### config.mk
export PLATFORM = sky130hd
export DESIGN_NAME = command_line_tokenizer_core
export DESIGN_NICKNAME = d
export VERILOG_FILES = /design/src/rtl/clt_pkg.sv /design/src/rtl/command_line_tokenizer_core.sv
export VERILOG_INCLUDE_DIRS = /design/src /design/src/rtl
export SDC_FILE = /design/constraint.sdc
export NUM_CORES = 1
export LEC_CHECK = 0
export ABC_AREA = 1
export BUFFER_PORTS_ARGS = -buffer_cell sky130_fd_sc_hd__buf_2
export CAP_MARGIN = 5
export CORE_MARGIN = 2
export CORE_UTILIZATION = 30
export DETAILED_ROUTE_END_ITERATION = 16
export SYNTH_ARGS = -nofsm -noshare
export SYNTH_HDL_FRONTEND = slang
export SYNTH_SLANG_ARGS = --single-unit
export TNS_END_PERCENT = 5
### constraint.sdc
create_clock -name clk -period 3.8 [get_ports clk]
set_input_delay 0.19 -clock clk [delete_from_list [all_inputs] [get_ports clk]]
set_output_delay 0.19 -clock clk [all_outputs]
set_load 0.005 [all_outputs]
### src/rtl/command_line_tokenizer_core_assert.svh
// Assertion macros for the command line tokenizer.
`ifndef COMMAND_LINE_TOKENIZER_CORE_ASSERT_SVH
`define COMMAND_LINE_TOKENIZER_CORE_ASSERT_SVH

// Same-cycle implication, checked on every rising edge out of reset.
`define CLT_ASSERT_IMP(label, ante, cons) \
	label: assert property (@(posedge clk) disable iff (!arst_n) (ante) |-> (cons)) \
		else $error("tokenizer check failed");

// Next-cycle implication.
`define CLT_ASSERT_NXT(label, ante, cons) \
	label: assert property (@(posedge clk) disable iff (!arst_n) (ante) |=> (cons)) \
		else $error("tokenizer check failed");

`endif

### src/rtl/clt_pkg.sv
// Shared types and constants of the command line tokenizer.
package clt_pkg;

	localparam int LINE_MAX   = 256;
	localparam int MAX_PARAMS = 10;
	localparam int CAP_W      = 9;
	localparam int OFF_W      = 8;
	localparam int PCNT_W     = 4;

	localparam logic [7:0] CH_CR    = 8'h0D;
	localparam logic [7:0] CH_LF    = 8'h0A;
	localparam logic [7:0] CH_MINUS = 8'h2D;
	localparam logic [7:0] CH_SPACE = 8'h20;
	localparam logic [7:0] CH_TAB   = 8'h09;
	localparam logic [7:0] CH_0     = 8'h30;
	localparam logic [7:0] CH_9     = 8'h39;
	localparam logic [7:0] CH_UA    = 8'h41;
	localparam logic [7:0] CH_UZ    = 8'h5A;
	localparam logic [7:0] CH_LA    = 8'h61;
	localparam logic [7:0] CH_LZ    = 8'h7A;

	typedef enum logic [3:0] {
		PH_INIT, PH_POSTCMD, PH_SEP, PH_MINUS, PH_NUMBER,
		PH_STRING, PH_SKIP, PH_EOL, PH_END
	} phase_t;

	typedef enum logic [1:0] {
		ERR_NONE, ERR_MALFORMED, ERR_OVERLONG, ERR_TOOMANY
	} err_t;

	typedef enum logic [1:0] {
		EV_NONE, EV_PARAM, EV_LINE
	} event_t;

	typedef struct packed {
		logic              write_valid;
		logic [OFF_W-1:0]  write_offset;
		logic [7:0]        write_byte;
		event_t            event_res;
		logic [3:0]        param_index;
		logic              param_is_number;
		logic [31:0]       param_value;
		logic [OFF_W-1:0]  param_start;
		logic [CAP_W-1:0]  param_length;
		logic [7:0]        command_letter;
		logic [3:0]        param_count;
		err_t              error_code;
	} result_t;

endpackage

### src/rtl/command_line_tokenizer_core.sv
// Command line tokenizer: CR-LF line parser with line store reporting.
// One text byte enters per request on the s_ channel and one result leaves per byte on the
// m_ channel. A byte passes an input register, then the parsing logic (phase step and a
// multiply-by-ten saturating accumulate) into a result register, and a new byte is taken
// every cycle while results are being taken. The line
// capacity register is written over the cfg_ channel (always ready, reset 256; 0 acts as 1).
`include "command_line_tokenizer_core_assert.svh"

module command_line_tokenizer_core (
	input  logic        clk,
	input  logic        arst_n,
	input  logic        s_tvalid,
	output logic        s_tready,
	input  logic [7:0]  s_tdata,   // text_byte[7:0]
	output logic        m_tvalid,
	input  logic        m_tready,
	// write_valid[0], write_offset[8:1], write_byte[16:9], param_index[20:17],
	// param_is_number[21], param_value[53:22], param_start[61:54], param_length[70:62],
	// command_letter[78:71], param_count[82:79], error_code[84:83], zero pad [87:85]
	output logic [87:0] m_tdata,
	output logic [1:0]  m_tuser,   // event_res[1:0]
	input  logic        cfg_valid,
	output logic        cfg_ready,
	input  logic [8:0]  cfg_data   // line_capacity[8:0]
);
	import clt_pkg::*;

	logic [CAP_W-1:0] cap_reg_q;
	logic             valid_s1;
	logic [7:0]       byte_s1;
	logic             advance;
	logic             out_valid_q;
	result_t          res_q;
	result_t          res;

	phase_t            phase_q, phase_n, ph0, ph1;
	logic [CAP_W-1:0]  fill_q, fill_n, fill0;
	logic [PCNT_W-1:0] params_q, params_n, params0;
	logic [7:0]        cmd_q, cmd_n, cmd0;
	err_t              err_q, err_n, err0, err1;
	logic [OFF_W-1:0]  tstart_q, tstart_n;
	logic [CAP_W-1:0]  tlen_q, tlen_n;
	logic [31:0]       tmag_q, tmag_n;
	logic              tneg_q, tneg_n;

	logic [CAP_W-1:0] cap;
	logic             line_start, try_store, full, store;
	logic             is_blank, is_digit, is_letter, is_cr, is_lf, is_minus;
	logic             in_token, pdone, ldone;
	logic [3:0]       digit;
	logic [35:0]      acc_sum;
	logic [31:0]      acc_lim, acc_val;

	assign cfg_ready = 1'b1;
	assign advance   = valid_s1 && (!out_valid_q || m_tready);
	assign s_tready  = !valid_s1 || advance;

	// Clamp capacity into 1..LINE_MAX
	always_comb begin
		cap = cap_reg_q;
		if (cap_reg_q == '0)
			cap = CAP_W'(1);
		else if (cap_reg_q > CAP_W'(LINE_MAX))
			cap = CAP_W'(LINE_MAX);
	end

	assign line_start = (phase_q == PH_END);
	assign ph0        = line_start ? PH_INIT : phase_q;
	assign fill0      = line_start ? '0 : fill_q;
	assign params0    = line_start ? '0 : params_q;
	assign cmd0       = line_start ? '0 : cmd_q;
	assign err0       = line_start ? ERR_NONE : err_q;

	assign try_store = (ph0 != PH_SKIP) && (ph0 != PH_EOL);
	assign full      = try_store && (fill0 >= cap);
	assign store     = try_store && !full;
	assign ph1       = full ? PH_SKIP : ph0;
	assign err1      = full ? ERR_OVERLONG : err0;

	assign is_blank  = (byte_s1 == CH_SPACE) || (byte_s1 == CH_TAB);
	assign is_digit  = (byte_s1 >= CH_0) && (byte_s1 <= CH_9);
	assign is_letter = ((byte_s1 >= CH_UA) && (byte_s1 <= CH_UZ)) ||
	                   ((byte_s1 >= CH_LA) && (byte_s1 <= CH_LZ));
	assign is_cr     = (byte_s1 == CH_CR);
	assign is_lf     = (byte_s1 == CH_LF);
	assign is_minus  = (byte_s1 == CH_MINUS);
	assign digit     = 4'(byte_s1 - CH_0);

	assign in_token = (ph1 == PH_MINUS) || (ph1 == PH_NUMBER) || (ph1 == PH_STRING);
	assign pdone    = in_token && (is_blank || is_cr);
	assign ldone    = (ph1 == PH_EOL) && is_lf;

	// Saturating magnitude * 10 + digit
	assign acc_sum = {1'b0, tmag_q, 3'b000} + {3'b000, tmag_q, 1'b0} + {32'd0, digit};
	assign acc_lim = tneg_q ? 32'h8000_0000 : 32'h7FFF_FFFF;
	assign acc_val = (acc_sum > {4'd0, acc_lim}) ? acc_lim : acc_sum[31:0];

	// Next state
	always_comb begin
		phase_n  = ph1;
		fill_n   = store ? fill0 + CAP_W'(1) : fill0;
		params_n = params0;
		cmd_n    = cmd0;
		err_n    = err1;
		tstart_n = tstart_q;
		tlen_n   = tlen_q;
		tmag_n   = tmag_q;
		tneg_n   = tneg_q;
		unique case (ph1)
			PH_INIT: begin
				if (is_blank) begin
					phase_n = PH_INIT;
				end else if (is_letter) begin
					phase_n = PH_POSTCMD;
					cmd_n   = byte_s1;
				end else if (is_cr) begin
					phase_n = PH_EOL;
				end else begin
					phase_n = PH_SKIP;
					err_n   = ERR_MALFORMED;
				end
			end
			PH_POSTCMD: begin
				if (is_blank) begin
					phase_n = PH_SEP;
				end else if (is_cr) begin
					phase_n = PH_EOL;
				end else begin
					phase_n = PH_SKIP;
					err_n   = ERR_MALFORMED;
				end
			end
			PH_SEP: begin
				if (is_blank) begin
					phase_n = PH_SEP;
				end else if (is_cr) begin
					phase_n = PH_EOL;
				end else if (params0 >= PCNT_W'(MAX_PARAMS)) begin
					phase_n = PH_SKIP;
					err_n   = ERR_TOOMANY;
				end else begin
					params_n = params0 + PCNT_W'(1);
					tstart_n = fill0[OFF_W-1:0];
					tlen_n   = CAP_W'(1);
					tneg_n   = is_minus;
					tmag_n   = is_digit ? {28'd0, digit} : 32'd0;
					if (is_minus)
						phase_n = PH_MINUS;
					else if (is_digit)
						phase_n = PH_NUMBER;
					else
						phase_n = PH_STRING;
				end
			end
			PH_MINUS, PH_NUMBER, PH_STRING: begin
				if (is_blank || is_cr) begin
					phase_n = is_cr ? PH_EOL : PH_SEP;
				end else begin
					if (tlen_q != '1)
						tlen_n = tlen_q + CAP_W'(1);
					if (ph1 != PH_STRING && is_digit) begin
						phase_n = PH_NUMBER;
						tmag_n  = acc_val;
					end else begin
						phase_n = PH_STRING;
					end
				end
			end
			PH_SKIP: begin
				if (is_cr)
					phase_n = PH_EOL;
			end
			PH_EOL: begin
				if (is_lf) begin
					phase_n = PH_END;
				end else begin
					phase_n = PH_SKIP;
					err_n   = ERR_MALFORMED;
				end
			end
			default: phase_n = PH_INIT;
		endcase
	end

	// Result fields
	always_comb begin
		res = '0;
		if (store) begin
			res.write_valid  = 1'b1;
			res.write_offset = fill0[OFF_W-1:0];
			res.write_byte   = pdone ? 8'd0 : byte_s1;
		end
		if (pdone) begin
			res.event_res       = EV_PARAM;
			res.param_index     = params0 - PCNT_W'(1);
			res.param_is_number = (ph1 == PH_NUMBER);
			if (ph1 == PH_NUMBER)
				res.param_value = tneg_q ? (32'd0 - tmag_q) : tmag_q;
			res.param_start     = tstart_q;
			res.param_length    = tlen_q;
		end else if (ldone) begin
			res.event_res      = EV_LINE;
			res.command_letter = cmd0;
			res.param_count    = params0;
			res.error_code     = err1;
		end
	end

	always_ff @(posedge clk or negedge arst_n) begin
		if (!arst_n) begin
			cap_reg_q <= CAP_W'(LINE_MAX);
		end else if (cfg_valid && cfg_ready) begin
			cap_reg_q <= cfg_data;
		end
	end

	// Input register
	always_ff @(posedge clk or negedge arst_n) begin
		if (!arst_n) begin
			valid_s1 <= 1'b0;
		end else if (s_tready) begin
			valid_s1 <= s_tvalid;
		end
	end

	always_ff @(posedge clk) begin
		if (s_tready && s_tvalid)
			byte_s1 <= s_tdata;
	end

	// Parser state
	always_ff @(posedge clk or negedge arst_n) begin
		if (!arst_n) begin
			phase_q  <= PH_INIT;
			fill_q   <= '0;
			params_q <= '0;
			cmd_q    <= '0;
			err_q    <= ERR_NONE;
			tstart_q <= '0;
			tlen_q   <= '0;
			tmag_q   <= '0;
			tneg_q   <= 1'b0;
		end else if (advance) begin
			phase_q  <= phase_n;
			fill_q   <= fill_n;
			params_q <= params_n;
			cmd_q    <= cmd_n;
			err_q    <= err_n;
			tstart_q <= tstart_n;
			tlen_q   <= tlen_n;
			tmag_q   <= tmag_n;
			tneg_q   <= tneg_n;
		end
	end

	// Result register: hold while the result is not taken
	always_ff @(posedge clk or negedge arst_n) begin
		if (!arst_n) begin
			out_valid_q <= 1'b0;
		end else if (advance) begin
			out_valid_q <= 1'b1;
		end else if (m_tready) begin
			out_valid_q <= 1'b0;
		end
	end

	always_ff @(posedge clk) begin
		if (advance)
			res_q <= res;
	end

	assign m_tvalid = out_valid_q;
	assign m_tuser  = res_q.event_res;
	assign m_tdata  = {3'b000, res_q.error_code, res_q.param_count, res_q.command_letter,
	                   res_q.param_length, res_q.param_start, res_q.param_value,
	                   res_q.param_is_number, res_q.param_index, res_q.write_byte,
	                   res_q.write_offset, res_q.write_valid};

	`CLT_ASSERT_IMP(a_param_term_stored, m_tvalid && m_tuser == EV_PARAM, m_tdata[0] && m_tdata[16:9] == 8'd0)
	`CLT_ASSERT_IMP(a_line_not_stored, m_tvalid && m_tuser == EV_LINE, !m_tdata[0])
	`CLT_ASSERT_IMP(a_fill_bound, 1'b1, fill_q <= CAP_W'(LINE_MAX))
	`CLT_ASSERT_NXT(a_stall_holds_s1, valid_s1 && !advance, valid_s1 && $stable(byte_s1))

endmodule
; Word-level counts from Yosys, hierarchy flattened
; Cells that the tools add are included.
[op_classes]
addsub = 8
magnitude_cmp = 10
eq_ne = 23
n_mux = 62
bitwise_logic = 5
n_reduce_logical = 32
[ops]
columns = operator, count
row1 = $mux 32, 8
row2 = $mux 9, 9
row3 = $pmux 32 s2, 1
row4 = $mux 4, 11
row5 = $mux 8, 5
row6 = $add 35x33->36, 1
row7 = $add 36x4->36, 1
row8 = $gt 36x32->1, 1
row9 = $sub 1x32->32 const A, 1
row10 = $eq 8x4->1 const B, 3
row11 = $mux 3, 8
row12 = $pmux 4 s6, 1
row13 = $mux 2, 11
row14 = $add 9x1->9 const B, 2
row15 = $pmux 9 s2, 1
row16 = $mux 17, 1
row17 = $eq 4x3->1 const B, 4
row18 = $eq 8x6->1 const B, 2
row19 = $ge 8x7->1 const B, 2
row20 = $le 8x7->1 const B, 2
row21 = $reduce_and 7->1, 2
row22 = $ne 2x2->1 const B, 6
row23 = $ne 4x3->1 const B, 3
row24 = $logic_and 1x1->1, 11
row25 = other kinds (23), 43
[word_totals]
register_bits = 183

; Depth between registers and ports, before layout
; Gate-level depths: netlist (run 1).
[depth]
word_depth = 12
ltp_mapped = 31
mapped_depth_nobuf = 31

; Least setup slack after synthesis (run 1)
; No wires, ideal clock.
[synth_timing]
path_type = register to register
startpoint = reg out_valid_q (netlist: m_tvalid)
endpoint = reg phase_q[0]
setup_ns = 0.080
arrival_time_ns = 3.806
required_time_ns = 3.720
setup_slack_ns = -0.086
path_stages_with_launch = 7
synth_period_minus_slack_ns = 3.886
path_cell_list = dfrtp_1 -> nand2_1 -> nand2_1 -> clkinv_1 -> clkbuf_1 -> o21ai_0 -> nand2_1
[synth_between]
elab_chain_len = 3
[synth_lines]
columns = item, line
row1 = "start, declared", command_line_tokenizer_core.sv:32  ; logic out_valid_q;
row2 = "start signal, assigned", command_line_tokenizer_core.sv:259  ; out_valid_q <= 1'b0;
row3 = "start signal, assigned", command_line_tokenizer_core.sv:261  ; out_valid_q <= 1'b1;
row4 = "start signal, assigned", command_line_tokenizer_core.sv:263  ; out_valid_q <= 1'b0;
row5 = $logic_not 1->1, command_line_tokenizer_core.sv:55  ; assign advance = valid_s1 && (!out_valid_q || m_tready);
row6 = $logic_or 1x1->1, command_line_tokenizer_core.sv:55
row7 = $logic_and 1x1->1, command_line_tokenizer_core.sv:55
row8 = net advance, command_line_tokenizer_core.sv:31  ; logic advance;
row9 = "end signal, assigned", command_line_tokenizer_core.sv:244  ; phase_q <= phase_n;
row10 = "end, declared", command_line_tokenizer_core.sv:36  ; phase_t phase_q, phase_n, ph0, ph1;
; The timed path passes the listed nets, and every way through them passes these cells.
; A chain may end at the register's enable or synchronous reset.

; Worst setup path in the final report (run 1)
[layout_timing]
startpoint = reg byte_s1[3]
endpoint = reg tmag_q[4]
[layout_between]
elab_chain_len = 7
word_cells_on_any_way = 21
cone_classes = 2 x add/sub / 3 x order compare / 7 x eq/ne / 4 x mux / 5 x reduce/logical
[layout_lines]
columns = item, line
row1 = "start, declared", command_line_tokenizer_core.sv:30  ; logic [7:0] byte_s1;
row2 = "start signal, assigned", command_line_tokenizer_core.sv:228  ; byte_s1 <= s_tdata;
row3 = $sub 4x1->4, command_line_tokenizer_core.sv:87  ; assign digit = 4'(byte_s1 - CH_0);
row4 = $add 36x4->36, command_line_tokenizer_core.sv:94  ; assign acc_sum = {1'b0, tmag_q, 3'b000} + {3'b000, tmag_q, 1'b0} + {32'd0, digit};
row5 = $gt 36x32->1, command_line_tokenizer_core.sv:96  ; assign acc_val = (acc_sum > {4'd0, acc_lim}) ? acc_lim : acc_sum[31:0];
row6 = $mux 32, command_line_tokenizer_core.sv:96
row7 = $mux 32, command_line_tokenizer_core.sv:161  ; if (ph1 != PH_STRING && is_digit) begin
row8 = $mux 32, command_line_tokenizer_core.sv:156  ; if (is_blank || is_cr) begin
row9 = $pmux 32 s2, command_line_tokenizer_core.sv:109  ; unique case (ph1)
row10 = "end signal, assigned", command_line_tokenizer_core.sv:251  ; tmag_q <= tmag_n;
row11 = "end, declared", command_line_tokenizer_core.sv:43  ; logic [31:0] tmag_q, tmag_n;
; Parallel ways exist; a longest one is shown, timed or not. The select of a mux whose other input is x is not followed.

==> flow_summary.toml, run 1 <==
[die]
start_util_pct = 30.26
die_h_um = 209.2
fp-row-count = 75
die_area_um2 = 43770
fp.coreArea_um2 = 41760
ios = 115
die_x_um = 209.2

[cells_and_area]
num-nets-final = 2019
area_growth_pct = 32.42
drive_gt1_share_pct = 26.83
diodes = 0
final_common_cell = "nand2_1"
most-common-layout-cells = "nand2_1, inv_1, nor2_1"

[worst_setup_path]
crit_path_max_incr_delay_ps = 540
arrival_ps = 4320
crit_top_cell = "nand2_1"
r2r-start = "byte_s1[3]"
worstRegToRegCells = 28
cp.required_ps = 4180
worstSetupStartpointType = "flip-flop"
rrSetupSlack_ps = -140
critPathMaxFanout = 8
crit_path_end = "tmag_q[4]"
reg2reg_to = "tmag_q[4]"
cp-end-kind = "flip-flop"
crit_type = "flip-flop to flip-flop"
cpMaxStageDelayCell = "fa_2"
startpoint = "byte_s1[3]"

[clock_network]
clock-root-buffer = "clkbuf_16"
cts_max_level = 4
cts_buffers = 17
clk_pin_slew_ps = 70
insertion_delay_ps = 450
clkSinkCount = 183
cts_buffer_depth = 2
cts_tree = "done"

[sta]
fin_ws_ps = -140.2
holdWs_ps = 69.89
slew_headroom_pct = 43.21
hold_viol_final = 0
maxSlewViolCount = 0
rsz0062_at_grt = "yes"
period_share_pct = 103.7
worstMarginPinSlew_ps = 851.9
fin_skew_ps = 16.13
setup_viol = 32
fmax_mhz = 253.8
fin_crit_ps = 3940

[global_route]
overflow = 0
grt.total_usage_pct = 16.18
grt_pass1_vias = 11020
grt_pass1_wl_um = 56970
antenna_found_initial = 0
grt_max_degree = 63

[outcome]
status = "complete, but fails checks"
violations = "setup timing"

[synthesis]
ys_seq_elements = 183
synth_flop_cell = "edfxtp_1"
synth_edf_count = 95
synthArstFlopShare_pct = 48.09
syn_area_um2 = 12630
yosysTopAreaCellShare_pct = 22.58
yosysUniqueCellTypes = 55
synth.area.top_cells = "edfxtp_1, dfrtp_1, ha_1"
synthCells = 1586
yosysSeqAreaShare_pct = 40.02
ys_warn_count = 0
yosysTopAreaCell = "edfxtp_1"
syn_avg_cell_area_um2 = 7.966

[route]
firstDrtPassIters = 5
drt-initial-drc-count = 724
remaining_drc_errors = 0
ant_nets = 0
vias_per_cell = 4.723
routed_wl_um = 35380
avgRoutedWirePerCell_um = 14.52
vias = 11510

[power_and_ir_drop]
p_total_w = 0.009020
leakagePower_nw = 8.357
powerDensity_nw_per_um2 = 539.1
vdd_drop_max_mv = 0.3374

[placed_design]
dp_hpwl_um = 27250
place.gp.congestion = 0.8897
pre_cts_ws_ps = -416.5
portBuffers = 110

[min_path]
hp-class = "input pin to flip-flop"

[run]
cap_violations = 0
-- synthesized netlist by cell type (all sizes together), types with 3 or more instances --
library cell / n
nand2: 381
nor2: 213
inv: 207
ha: 111
edfxtp: 95
o21ai: 94
nand3: 90
dfrtp: 87
a21oi: 66
xor2: 51
nand4: 44
buf: 31
nor3: 25
xnor2: 14
clkbuf: 13
nor4: 11
o21bai: 9
mux2: 7
o21a: 4
clkinv: 3
nand3b: 3
o31ai: 3
-- layer usage --
metal / share of wire (%) / wire [um] / up-vias / GRT usage [%]
met2: 46 / 16380 / 236 / 26.06
met1: 49 / 17180 / 5439 / 22.91
li1: - / - / 5794 / -
met3: 3.8 / 1356 / 37 / 2.044
met4: 1.3 / 457 / 0 / 4.310
met5: 0 / 0 / - / 0
-- worst min-delay path by stage --
| stage | start | end | slack [ps] | cells past startpoint |
|---|---|---|---|---|
| detailed placement | arst_n | cap_reg_q[0] | 350 | 1 |
| global route | cfg_valid | cap_reg_q[8] | 90 | 3 |
| finish | cfg_valid | cap_reg_q[8] | 70 | 3 |
| global placement | arst_n | cap_reg_q[3] | 350 | 1 |
| CTS | cfg_valid | cap_reg_q[8] | 40 | 3 |
| floorplan | arst_n | cap_reg_q[0] | -110 | 0 |
-- repair_timing --
item,4_1_cts,5_1_grt
buffers inserted,11,8
resized for setup,50,95
pin swaps,15,51
endpoints found under the setup margin,32,56
endpoints found under the hold margin,79,0
gates cloned,0,1
hold buffers,20,0
-- cell type report --
type	count	area, um2
multi-input combinational	1150	7213
sequential	183	5057
clock inverter	14	255.2
fill	4122	25030
clock buffer	18	429.2
tap	539	674.4
timing repair buffer	321	2286
inverter	211	815.8
-- kinds of logic after synthesis --
group | after synthesis | synth area share, %
AND/OR/NAND/NOR | 772 | 26.44
buffers and inverters | 255 | 8.497
AO/OA/AOI/OAI | 189 | 8.546
flip-flops | 183 | 40.02
adder cells (fa/ha/maj) | 113 | 11.31
XOR/XNOR | 65 | 4.506
multiplexers | 7 | 0.6239
other | 2 | 0.05944
-- registers in the layout, summed over array words and instances, names as in the netlist, 8 cells and up --
| register | count |
|---|---|
| byte_s1 | 8 |
| cap_reg_q | 9 |
| cmd_q | 8 |
| fill_q | 9 |
| m_tdata | 85 |
| tlen_q | 9 |
| tmag_q | 32 |
| tstart_q | 8 |
-- critical path: cells and delay by family, from the launching register on --
kind / cells / cell delay (ps)
fa+ha+maj: 3 / 980
simple gates: 19 / 1330
buf+inv: 2 / 280
compound gates: 3 / 550
flops: 1 / 430
xor+xnor: 1 / 260
-- report_power, final --
| group | total, W | internal (W) | switching (W) | leakage [nW] |
|---|---|---|---|---|
| sequential | 0.00272 | 0.00250 | 0.000220 | 2.08 |
| combinational | 0.00422 | 0.00181 | 0.00241 | 5.95 |
| clock | 0.00208 | 0.00126 | 0.000826 | 0.335 |
-- stage by stage --
| step | utilization, % | std cells | TNS [ps] | instance area, um2 |
|---|---|---|---|---|
| floorplan | - | 1588 | 0 | 12640 |
| global placement | 35.82 | 2364 | -9566 | 14960 |
| detailed placement | 35.82 | 2364 | -11970 | 14960 |
| CTS | 38.72 | 2427 | -3361 | 16170 |
| global route | 40.07 | 2436 | -11770 | 16730 |
| finish | 40.07 | 2436 | -3487 | 16730 |
Power figures use the tool's default switching activity.
==> run 2: changes to the inputs <==
HOLD_SLACK_MARGIN = 0.06   (was not set)
PLACE_DENSITY = 0.52   (was not set)
==> run 2 against run 1 <==
  * The flow still finishes with violations (setup timing)
  * Final area rose by 0.40%
  * Setup slack worse by 34 ps
  * Routed wire length grew 2.6%
  * Sequential power barely moved
  * Hold slack better by 19 ps
  * Critical path depth down 7
  * Clock-buffer cell count fell by 1
  * Clock skew fell by 0.68 ps
  * Sequential share of layout area is 0.084 points lower
  * First-iteration DRC count is 5.9% lower
  * Maximum frequency down 0.86%
  * Non-clock buffer count increased by 11
==> flow_summary.toml, run 2 (synthesis gave the netlist of run 1 again) <==
[clock_network]
clk_pin_slew_ps = 70
cts_max_level = 4
cts_tree = "done"
cts_buffers = 17
clkSinkCount = 183
clock-root-buffer = "clkbuf_16"
cts_buffer_depth = 2
insertion_delay_ps = 450

[run]
cap_violations = 0

[cells_and_area]
area_growth_pct = 32.96
final_common_cell = "nand2_1"
utilization_pct = 40.23
stdcell_count = 2447
most-common-layout-cells = "nand2_1, inv_1, nor2_1"
largest_reg_flops = 85
num-nets-final = 2030
diodes = 0
n_fill_cell = 4168
drive_gt1_share_pct = 27.20

[die]
die_h_um = 209.2
ios = 115
die_x_um = 209.2
die_area_um2 = 43770
fp.coreArea_um2 = 41760
start_util_pct = 30.26
fp-row-count = 75

[global_route]
grt_pass1_wl_um = 58820
overflow = 0
grt.total_usage_pct = 16.83
antenna_found_initial = 0
grt_max_degree = 65
grt_pass1_vias = 11370

[worst_setup_path]
worstSetupStartpointType = "flip-flop"
r2r-start = "byte_s1[3]"
startpoint = "byte_s1[3]"
arrival_ps = 4300
crit_type = "flip-flop to flip-flop"
worstRegToRegCells = 21
rrSetupSlack_ps = -170
cp.required_ps = 4130
cp-end-kind = "flip-flop"
critPathMaxFanout = 8
reg2reg_to = "tmag_q[17]"

[power_and_ir_drop]
clockPowerShare_pct = 19.7
vdd_drop_max_mv = 0.2836
leakagePower_nw = 8.287
p_comb_share_pct = 48.9
sw_frac_of_total_pct = 40.24
p_int_w = 0.005202
switchingPower_w = 0.003503
powerDensity_nw_per_um2 = 518.2
p_seq_share_pct = 31.4

[placed_design]
place.gp.congestion = 0.8826
dp_hpwl_um = 27820
dp.cells = 2365
pre_cts_ws_ps = -521.5
portBuffers = 110

[route]
vias_per_cell = 4.700
wl_met2_um = 16580
vias = 11500
avgRoutedWirePerCell_um = 14.84
remaining_drc_errors = 0
drt-initial-drc-count = 681
drt-met1-wl_um = 17920
firstDrtPassIters = 5
routed-wl-met3_um = 1280
routed_wl_um = 36310
ant_nets = 0
top_layer = "met4"

[sta]
rsz0062_at_grt = "yes"
maxSlewViolCount = 0
setup_viol = 32
worstMarginPinSlew_ps = 665.8
period_share_pct = 104.6
fin_ws_ps = -174.3
fmax_mhz = 251.6
final.setup.tns_ps = -3650
fin_skew_ps = 15.45
hold_viol_final = 0
fin_crit_ps = 3974
holdWs_ps = 88.96
slew_headroom_pct = 55.61

[min_path]
hp-class = "input pin to async pin"

[outcome]
status = "complete, but fails checks"
violations = "setup timing"
-- run 2: power by group through the flow --
stage / clock network [W] / registers, W / logic [W]
3_3_place_gp: 0 / 0.00275 / 0.00363
3_5_place_dp: 0 / 0.00277 / 0.00367
2_1_floorplan: 0 / 0.00276 / 0.00225
6_report: 0.00171 / 0.00274 / 0.00426
5_1_grt: 0.00182 / 0.00278 / 0.00474
4_1_cts: 0.00176 / 0.00274 / 0.00415
-- run 2: layout make-up --
cell class                 instances  area [um2]  area share, %
multi-input combinational       1150        7279          43.33
sequential                       183        5064          30.14
timing repair buffer             332        2410          14.35
inverter                         211       815.8          4.856
tap                              539       674.4          4.015
clock buffer                      17       425.4          2.532
clock inverter                    15       130.1         0.7746
-- run 2: stage by stage --
step	instance area [um2]	power, W
after global placement	14950	0.006383
after detailed placement	14950	0.006441
after floorplan	12640	0.005008
after CTS	16610	0.008642
after global routing	16800	0.009338
final	16800	0.008705
-- run 2: per-layer routing --
| layer | vias to the layer above | global-route usage (%) |
|---|---|---|
| met4 | 0 | 4.458 |
| met5 | - | 0 |
| met1 | 5414 | 23.91 |
| met2 | 230 | 27.16 |
| met3 | 35 | 1.924 |
| li1 | 5823 | - |
-- run 2: repair_timing --
action / 4_1_cts / 5_1_grt
buffers inserted: 19 / 5
endpoints found under the hold margin: 106 / 0
pin swaps: 58 / 28
hold buffers: 23 / 0
resized for setup: 107 / 31
cloned: 3 / 0
endpoints found under the setup margin: 32 / 65
-- run 2: worst max-delay path by stage --
stage | cells past startpoint | slack, ps | to
global placement | 29 | -450 | tmag_q[0]
finish | 21 | -170 | tmag_q[17]
global route | 26 | -400 | tmag_q[15]
floorplan | 27 | 4 | tmag_q[10]
CTS | 28 | -110 | tmag_q[15]
detailed placement | 29 | -520 | tmag_q[0]
-- run 2: worst max-delay path, cell delays in order (launching register included) --
cell and delay (ps):
edfxtp_1 430, fa_2 640, fa_2 220, nand3_2 90, nand2_4 90, nand4_1 100, nand2_2 150, nand2_1 70
nand2_1 120, xor2_2 210, buf_4 150, inv_1 30, ha_1 260, nand2_1 90, nor4_1 290, nand4_1 140
nand2_2 150, buf_8 160, buf_12 130, nand4_1 130, nand3_1 120, o21ai_1 80
==> run 3: changes to the inputs <==
CORE_ASPECT_RATIO = 1.2   (was not set)
GPL_TIMING_DRIVEN = 1   (was not set)
==> run 3 against run 2 <==
  * The run still ends with setup timing left
  * Global-route usage shrank 0.35 points
  * First-iteration DRC count shrank 21%
  * Final cell count is essentially flat
  * Register-to-register slack worse by 110 ps
  * Maximum frequency shrank 2.6%
  * Clock power rose by 6%
  * Via count grew 0.97%
  * Non-clock buffer count shrank 9
  * Hold slack got worse by 11 ps
  * Final area hardly changed
  * Die area about the same
  * Critical path type unchanged
==> flow_summary.toml, run 3 (synthesis gave the netlist of run 1 again) <==
[outcome]
status = "complete, but fails checks"
violations = "setup timing"

[power_and_ir_drop]
powerDensity_nw_per_um2 = 522.2
p_int_w = 0.005297
p_total_w = 0.008775
p_seq_share_pct = 31.1
leakagePower_nw = 8.284
clockPowerShare_pct = 20.8
vdd_drop_max_mv = 0.4068
p_comb_share_pct = 48.1
sw_frac_of_total_pct = 39.63
switchingPower_w = 0.003477

[sta]
maxSlewViolCount = 0
worstMarginPinSlew_ps = 665.1
holdWs_ps = 77.67
period_share_pct = 107.4
fin_crit_ps = 4080
fmax_mhz = 245.1
fin_ws_ps = -279.8
slew_headroom_pct = 55.66
fin_skew_ps = 13.31
hold_viol_final = 0
setup_viol = 32
final.setup.tns_ps = -6838
rsz0062_at_grt = "yes"

[worst_setup_path]
worstRegToRegCells = 28
r2r-start = "tmag_q[0]"
worstSetupStartpointType = "flip-flop"
crit_top_cell = "nand2_1"
reg2reg_to = "tmag_q[29]"
cp.required_ps = 4170
crit_path_max_incr_delay_ps = 530
critPathMaxFanout = 7
arrival_ps = 4450
crit_type = "flip-flop to flip-flop"
cpMaxStageDelayCell = "fa_2"
rrSetupSlack_ps = -280
cp-end-kind = "flip-flop"

[die]
fp-row-count = 82
die_h_um = 228.8
ios = 115
fp.coreArea_um2 = 41660
die_area_um2 = 43780
die_x_um = 191.3
start_util_pct = 30.33

[route]
firstDrtPassIters = 5
avgRoutedWirePerCell_um = 14.85
remaining_drc_errors = 0
routed_wl_um = 36300
drt-initial-drc-count = 536
ant_nets = 0
vias = 11610
vias_per_cell = 4.750

[cells_and_area]
seq_area_um2 = 5066
n_fill_cell = 4240
multi_input_area_um2 = 7325
num-nets-final = 2021
largest_reg_flops = 85
final_common_cell = "nand2_1"
area_growth_pct = 32.99
most-common-layout-cells = "nand2_1, inv_1, nor2_1"
diodes = 0
drive_gt1_share_pct = 27.80

[clock_network]
cts_buffers = 17
cts_tree = "done"
clk_pin_slew_ps = 70
clkSinkCount = 183
insertion_delay_ps = 440
cts_max_level = 4
clock-root-buffer = "clkbuf_16"
cts_buffer_depth = 2

[run]
cap_violations = 0

[placed_design]
place.gp.congestion = 0.8569
portBuffers = 110
dp_hpwl_um = 27970

[min_path]
hp-class = "input pin to flip-flop"
holdPathStages = 3
hp-start = "cfg_valid"
hold_end = "cap_reg_q[8]"

[global_route]
grt_max_degree = 63
grt_pass1_vias = 11050
grt_pass1_wl_um = 57380
antenna_found_initial = 0
overflow = 0
grt.total_usage_pct = 16.48
## run 3: changes by cell type in the layout (fill, tap and decap cells not counted), moves of 4 or more
cell / change
buf_4: -5
inv_6: -4
nand2_2: +4
nand2_4: +6
nand2_1: -9
ha_4: -4
nor2_2: -4
nand3_2: +8
nand3_1: -6
ha_1: +4
a21oi_2: -5
## run 3: area by class of cell
cell class	count	share of cell area [%]
Timing Repair Buffer	323	13.79
Sequential cell	183	30.15
Tap cell	546	4.066
Multi-Input combinational cell	1150	43.59
Clock inverter	14	0.9904
Clock buffer	18	2.554
Inverter	211	4.855
## run 3: repair_timing
item / in CTS / in global routing
pin swaps: 16 / 42
hold buffers: 21 / 0
endpoints found under the setup margin: 32 / 32
gates cloned: 1 / 1
endpoints found under the hold margin: 39 / 0
setup buffers: 13 / 6
resized for setup: 40 / 115
## run 3: power by group through the flow
stage / sequential (W) / combinational, W / clock, W
6_report: 0.00273 / 0.00422 / 0.00182
5_1_grt: 0.00277 / 0.00471 / 0.00195
4_1_cts: 0.00272 / 0.00387 / 0.00186
3_5_place_dp: 0.00276 / 0.00367 / 0
3_3_place_gp: 0.00275 / 0.00363 / 0
2_1_floorplan: 0.00276 / 0.00225 / 0
## run 3: worst max-delay path: cells and delay by family, from the launching register on
kind	cells	cell delay (ps)
buffers and inverters	3	400
adders and majority gates	3	1190
DFF	1	410
and+or+nand+nor	19	1620
AOI/OAI and AO/OA	2	180
xor gates and xnor gates	1	200
## run 3: metal layers
layer	vias up	global-route usage (%)	share of wire [%]
met4	0	4.423	1.7
met3	36	1.628	3.4
met1	5539	22.21	45
met2	230	27.98	50
li1	5808	-	-
met5	-	0	0
## run 3: how the worst max path moves through the flow
| stage | endpoint | slack, ps | depth (start not counted) | start |
|---|---|---|---|---|
| floorplan | tmag_q[10] | 4 | 27 | byte_s1[3] |
| detailed placement | tmag_q[29] | -480 | 26 | byte_s1[3] |
| global route | tmag_q[4] | -430 | 29 | tmag_q[0] |
| global placement | tmag_q[28] | -360 | 26 | byte_s1[3] |
| CTS | tmag_q[20] | -230 | 28 | tmag_q[2] |
| finish | tmag_q[29] | -280 | 28 | tmag_q[0] |
## run 3: metrics by stage
step | area (um2) | worst slack (ps) | util (%) | std cells
floorplan | 12640 | 4.203 | - | 1588
CTS | 16140 | -229.8 | 38.74 | 2439
global route | 16800 | -433.9 | 40.34 | 2445
detailed placement | 14980 | -475.5 | 35.95 | 2372
global placement | 14980 | -363.5 | 35.95 | 2372
finish | 16800 | -279.8 | 40.34 | 2445
